## config.mk

```make
export PLATFORM = sky130hd
export DESIGN_NAME = ggx_lsqrt
export DESIGN_NICKNAME = d
export VERILOG_FILES = /design/src/sv/ggx_pkg.sv /design/src/sv/ggx_lsqrt.sv
export SDC_FILE = /design/constraint.sdc
export NUM_CORES = 2
export LEC_CHECK = 0
export BUFFER_PORTS_ARGS = -buffer_cell sky130_fd_sc_hd__buf_2
export CELL_PAD_IN_SITES_DETAIL_PLACEMENT = 0
export CELL_PAD_IN_SITES_GLOBAL_PLACEMENT = 1
export CORE_ASPECT_RATIO = 0.7
export CORE_UTILIZATION = 52
export CTS_CLUSTER_SIZE = 28
export DETAILED_ROUTE_END_ITERATION = 10
export PLACE_DENSITY = 0.91
export SLEW_MARGIN = 25
export SYNTH_ARGS = -nofsm -noshare
export SYNTH_HDL_FRONTEND = slang
export SYNTH_SLANG_ARGS = --single-unit
```

## constraint.sdc

```tcl
create_clock -name aclk -period 8.86 [get_ports aclk]
set_input_delay 1.329 -clock aclk [delete_from_list [all_inputs] [get_ports aclk]]
set_output_delay 1.329 -clock aclk [all_outputs]
set_load 0.01 [all_outputs]
```

## src/sv/ggx_pkg.sv

```systemverilog
`timescale 1ns / 1ps
// ----------------------------------------------------------------------------
// ggx_pkg
// Shared constants, register codes and stage types of the GGX distribution
// and Smith lambda pipeline.
// ----------------------------------------------------------------------------
package ggx_pkg;

    // field widths
    localparam int unsigned DIR_W   = 16;
    localparam int unsigned ALPHA_W = 16;
    localparam int unsigned OUT_W   = 32;
    localparam int unsigned SQ_W    = 31;

    // pi in unsigned Q2.30
    localparam logic [31:0] PI_Q30 = 32'd3373259426;

    // reset roughness, 1.0 in Q2.14
    localparam logic [ALPHA_W-1:0] ALPHA_RESET = 16'd16384;

    // lambda is the square root minus one half in Q16.16
    localparam logic [32:0] LAM_OFFSET = 33'd32768;

    // stage counts of the pipeline sections
    localparam int unsigned FRONT_LAT = 3;
    localparam int unsigned DMUL_LAT  = 5;
    localparam int unsigned DDIV_LAT  = 33;
    localparam int unsigned LDIV_LAT  = 33;
    localparam int unsigned LSQRT_LAT = 17;
    localparam int unsigned LAM_LAT   = LDIV_LAT + LSQRT_LAT;
    localparam int unsigned DEN_DLY   = LAM_LAT - DMUL_LAT - DDIV_LAT;
    localparam int unsigned TOTAL_LAT = FRONT_LAT + LAM_LAT + 1;

    // configuration register indexes
    typedef enum logic [0:0] {
        REG_ALPHA_X = 1'b0,
        REG_ALPHA_Y = 1'b1
    } cfg_reg_t;

    // terms handed from the front section to both branches
    typedef struct packed {
        logic              grazing;
        logic [SQ_W-1:0]   z2;
        logic [63:0]       w;
        logic [63:0]       l;
        logic [62:0]       p0;
        logic [62:0]       p1;
        logic [63:0]       q0;
        logic [63:0]       q1;
    } front_t;

endpackage

```

## src/sv/ggx_lsqrt.sv

```systemverilog
`timescale 1ns / 1ps
// ----------------------------------------------------------------------------
// ggx_lsqrt
// Digit by digit integer square root of the lambda quotient, two result
// bits per stage.
// ----------------------------------------------------------------------------
module ggx_lsqrt (
    input  logic          aclk,
    input  logic          en,
    input  logic [65:0]   quo,
    output logic [32:0]   root
);
    import ggx_pkg::*;

    logic [67:0] v_reg    [LSQRT_LAT];
    logic [67:0] v_next   [LSQRT_LAT];
    logic [34:0] rem_reg  [LSQRT_LAT];
    logic [34:0] rem_next [LSQRT_LAT];
    logic [33:0] rt_reg   [LSQRT_LAT];
    logic [33:0] rt_next  [LSQRT_LAT];

    // each step brings down two bits and tries root*4 + 1
    always_comb begin
        logic [67:0] v;
        logic [34:0] r;
        logic [33:0] s;
        logic [36:0] r4;
        logic [36:0] trial;
        v     = '0;
        r     = '0;
        s     = '0;
        r4    = '0;
        trial = '0;
        for (int k = 0; k < LSQRT_LAT; k++) begin
            if (k == 0) begin
                v = {2'b00, quo};
                r = '0;
                s = '0;
            end else begin
                v = v_reg[k-1];
                r = rem_reg[k-1];
                s = rt_reg[k-1];
            end
            for (int j = 0; j < 2; j++) begin
                r4    = {r, v[67:66]};
                v     = {v[65:0], 2'b00};
                trial = {1'b0, s, 2'b01};
                if (r4 >= trial) begin
                    r4 = r4 - trial;
                    s  = {s[32:0], 1'b1};
                end else begin
                    s  = {s[32:0], 1'b0};
                end
                r = r4[34:0];
            end
            v_next[k]   = v;
            rem_next[k] = r;
            rt_next[k]  = s;
        end
    end

    always_ff @(posedge aclk) begin
        if (en) begin
            for (int k = 0; k < LSQRT_LAT; k++) begin
                v_reg[k]   <= v_next[k];
                rem_reg[k] <= rem_next[k];
                rt_reg[k]  <= rt_next[k];
            end
        end
    end

    assign root = rt_reg[LSQRT_LAT-1][32:0];

endmodule
```

==> run metrics <==
status completed; CTS Buf Count 137; initial antenna violation count 4; Iteration-0 DRC Markers 7362; Clock Skews 0.03436 ns; die height 347.0 µm; library cells used by synthesis 98; CP arrival 8.23 ns; CP max FO 34; post-synthesis net count 9396; Post-synth ARST share 0%; Synth Flop Type edfxtp_1; Post-Route Utilization 56.94%; antenna-violating nets left 0; WS Path Type flop to flop; Routed WL 245.8 mm; Slew HR 23.89%; max reg flops 544; Port Buffers 100; Vias/cell 6.170; Initial Utilization 52.42%; synthesis-to-finish area growth 8.607%; die extent in x 494.9 µm; Finish-stage setup viols 0; Tot GR Track Use 28.03%; Placed Cells 10883; vias after detailed routing 68708; largest net degree at the start of global routing 175; Startpoint Class flop; CP endpoint kind flop; main area contributors after synthesis edfxtp_1 (46%), ha_1 (8.4%), xnor2_1 (5.2%); placed cell area 0.09135 mm²; core area 0.1687 mm²; Die Area 0.1717 mm²; worst slew pin tran 1.142 ns; mapped cell area 0.08843 mm²; IR Drop Worst-Case VDD 0.1794 mV; clock latency on the worst-skew pair 0.82 ns; CTS tree done; Seq/Total Area, Yosys 46.22%; Avg Cell Area, Syn 10.13 µm²; TNS Setup 0 ns; P_sw 0.01142 W; num rows 126; gpl congestion 0.9994; Finished Cell Area 0.09604 mm²; drt wl/cell 22.07 µm; yosys warns 0; Seq cells post-synth 1361; fin nets 9447; Clk pwr share 21.4%; Hold WC Path Type flop to flop; DRC errors left 0; Root Driver clkbuf_16; Ports 101; sequential power share 33.5%; Cells after Synth 8731; post-CTS sizing 0; cell-internal power 0.01713 W; Switching Share 40.01%; combinational fraction of design power 45.1%; DRT Pass-1 Iters 6; global-route wire length before repair 375.6 mm; Final period util 86.80%; non-filler cells, final 11136; Sink Count 1361; max cap viols 0; Max Slew Vio Count 0; clock period minus worst slack 7.691 ns; Synth area leader edfxtp_1; postcts setup bufs 0; maximum clock insertion buffer count 3; worst path required time 9.40 ns; EDFF count, synth 1361; gr ovfl total 0; highest clock rate 130.0 MHz; Power Density 297.3 mW/mm²; CTS H-tree lvls 4; hpwl dp 188.5 mm; hold buffers post-CTS 0; final hold violations 0; RSZ-0062 raised after global routing no; CTS clock-pin slew for the worst setup and hold paths 0.06 ns; vias in the first global route 64165; Leak 37.34 nW; fraction of layout cells with a size suffix above 1 6.949%; Yosys top cell area share 46.22%
[power by group through the flow]
| stage | sequential, W | combinational, W | clock (W) |
|---|---|---|---|
| after floorplan | 0.00910 | 0.00961 | 0 |
| after global routing | 0.00965 | 0.0141 | 0.00645 |
| final | 0.00958 | 0.0129 | 0.00610 |
| after detailed placement | 0.00966 | 0.0125 | 0 |
| after CTS | 0.00954 | 0.0126 | 0.00622 |
| after global placement | 0.00965 | 0.0124 | 0 |
[per-stage QoR]
step	total power (W)	worst slack [ns]	hold slack [ns]
3_3_place_gp	0.02210	1.528	0.4008
5_1_grt	0.03022	0.7682	0.4037
4_1_cts	0.02839	1.333	0.4079
6_report	0.02855	1.169	0.4091
2_1_floorplan	0.01871	2.561	0.4003
3_5_place_dp	0.02219	1.362	0.4045
[cell usage after synthesis, types with 118 or more instances]
master and n:
nand4_1 157, ha_1 597, nand2_1 762, edfxtp_1 1361, inv_1 470, nor3_1 252, a21o_1 300, xor2_1 329
xnor2_1 530, clkbuf_1 213, o21ai_0 431, nand3_1 205, mux2_2 118, nor2_1 682, a21oi_1 694
[placed cells by master, fill, tap and decap left out, types with 26 or more instances in the layout]
cell type,count
a21o_1,300
buf_2,99
a211oi_1,64
clkbuf_16,137
xor2_1,329
nand3_1,205
nand4b_1,28
nand3b_1,29
or3_1,87
and2_1,69
o21bai_1,70
or4_1,51
o211ai_1,45
edfxtp_1,1361
and4_1,26
nor3b_1,36
xnor2_1,530
or2_2,60
nor3_1,251
ha_1,597
nor4_1,100
a21oi_1,694
o21ai_0,430
nor2_1,682
o31a_1,31
nand2_1,762
nor2b_1,88
inv_1,470
o31ai_1,63
a31oi_1,78
o21a_1,105
and3_1,76
nand2b_1,78
nand4_1,157
mux2_2,118
buf_4,50
[metal layers]
metal | wire length [µm] | GRT usage, % | up-vias
li1 | - | - | 32649
met1 | 115400 | 42.27 | 33038
met2 | 102400 | 40.41 | 2672
met3 | 22700 | 6.386 | 347
met4 | 5335 | 6.741 | 2
met5 | 14 | 0 | -
[worst max-delay path, stage by stage, from the launching register on]
cell	delay (ns)
edfxtp_1	0.41
inv_1	0.09
ha_1	0.46
a21oi_1	0.33
o21ai_0	0.18
a21oi_1	0.40
o2111ai_1	0.41
nand2b_1	0.28
inv_1	0.41
o21ai_0	0.28
ha_1	0.51
nand3_1	0.22
or3_1	0.48
a311oi_1	0.29
o2111a_1	0.28
a211oi_1	0.13
nor2_1	0.30
o311ai_0	0.25
o31ai_1	0.35
nand2_1	0.14
and2_1	0.28
buf_4	0.27
nor3_1	0.33
nand3b_1	0.14
xor2_1	0.17
[path summary, 6_finish.rpt]
path	depth (start not counted)	endpoint	from	slack, ns
min reg2reg	0	v_reg[0][831]	v_reg[0][763]	0.41
max	24	rem_reg[0][524]	rt_reg[0][464]	1.17
max reg2reg	24	rem_reg[0][524]	rt_reg[0][464]	1.17
min	0	v_reg[0][831]	v_reg[0][763]	0.41
[area by class of cell]
| type | instances | area (µm²) |
|---|---|---|
| diodes | 2 | 5.005 |
| clock buffers | 150 | 3477 |
| clock inverters | 101 | 1201 |
| fillers | 14370 | 72640 |
| inverters | 479 | 1800 |
| multi-input cells | 6645 | 44850 |
| flip-flops and latches | 1361 | 40870 |
| well taps | 2240 | 2803 |
| repair buffers | 158 | 1042 |
[cells by family after synthesis]
family,synth area share [%]
XOR/XNOR,8.508
AO/OA/AOI/OAI,15.92
adder cells (fa/ha/maj),8.458
AND/OR/NAND/NOR,15.99
flip-flops,46.22
multiplexers,1.797
buffers and inverters,3.113
other,0.004241
Note: power is estimated with default switching activity, not from simulation.
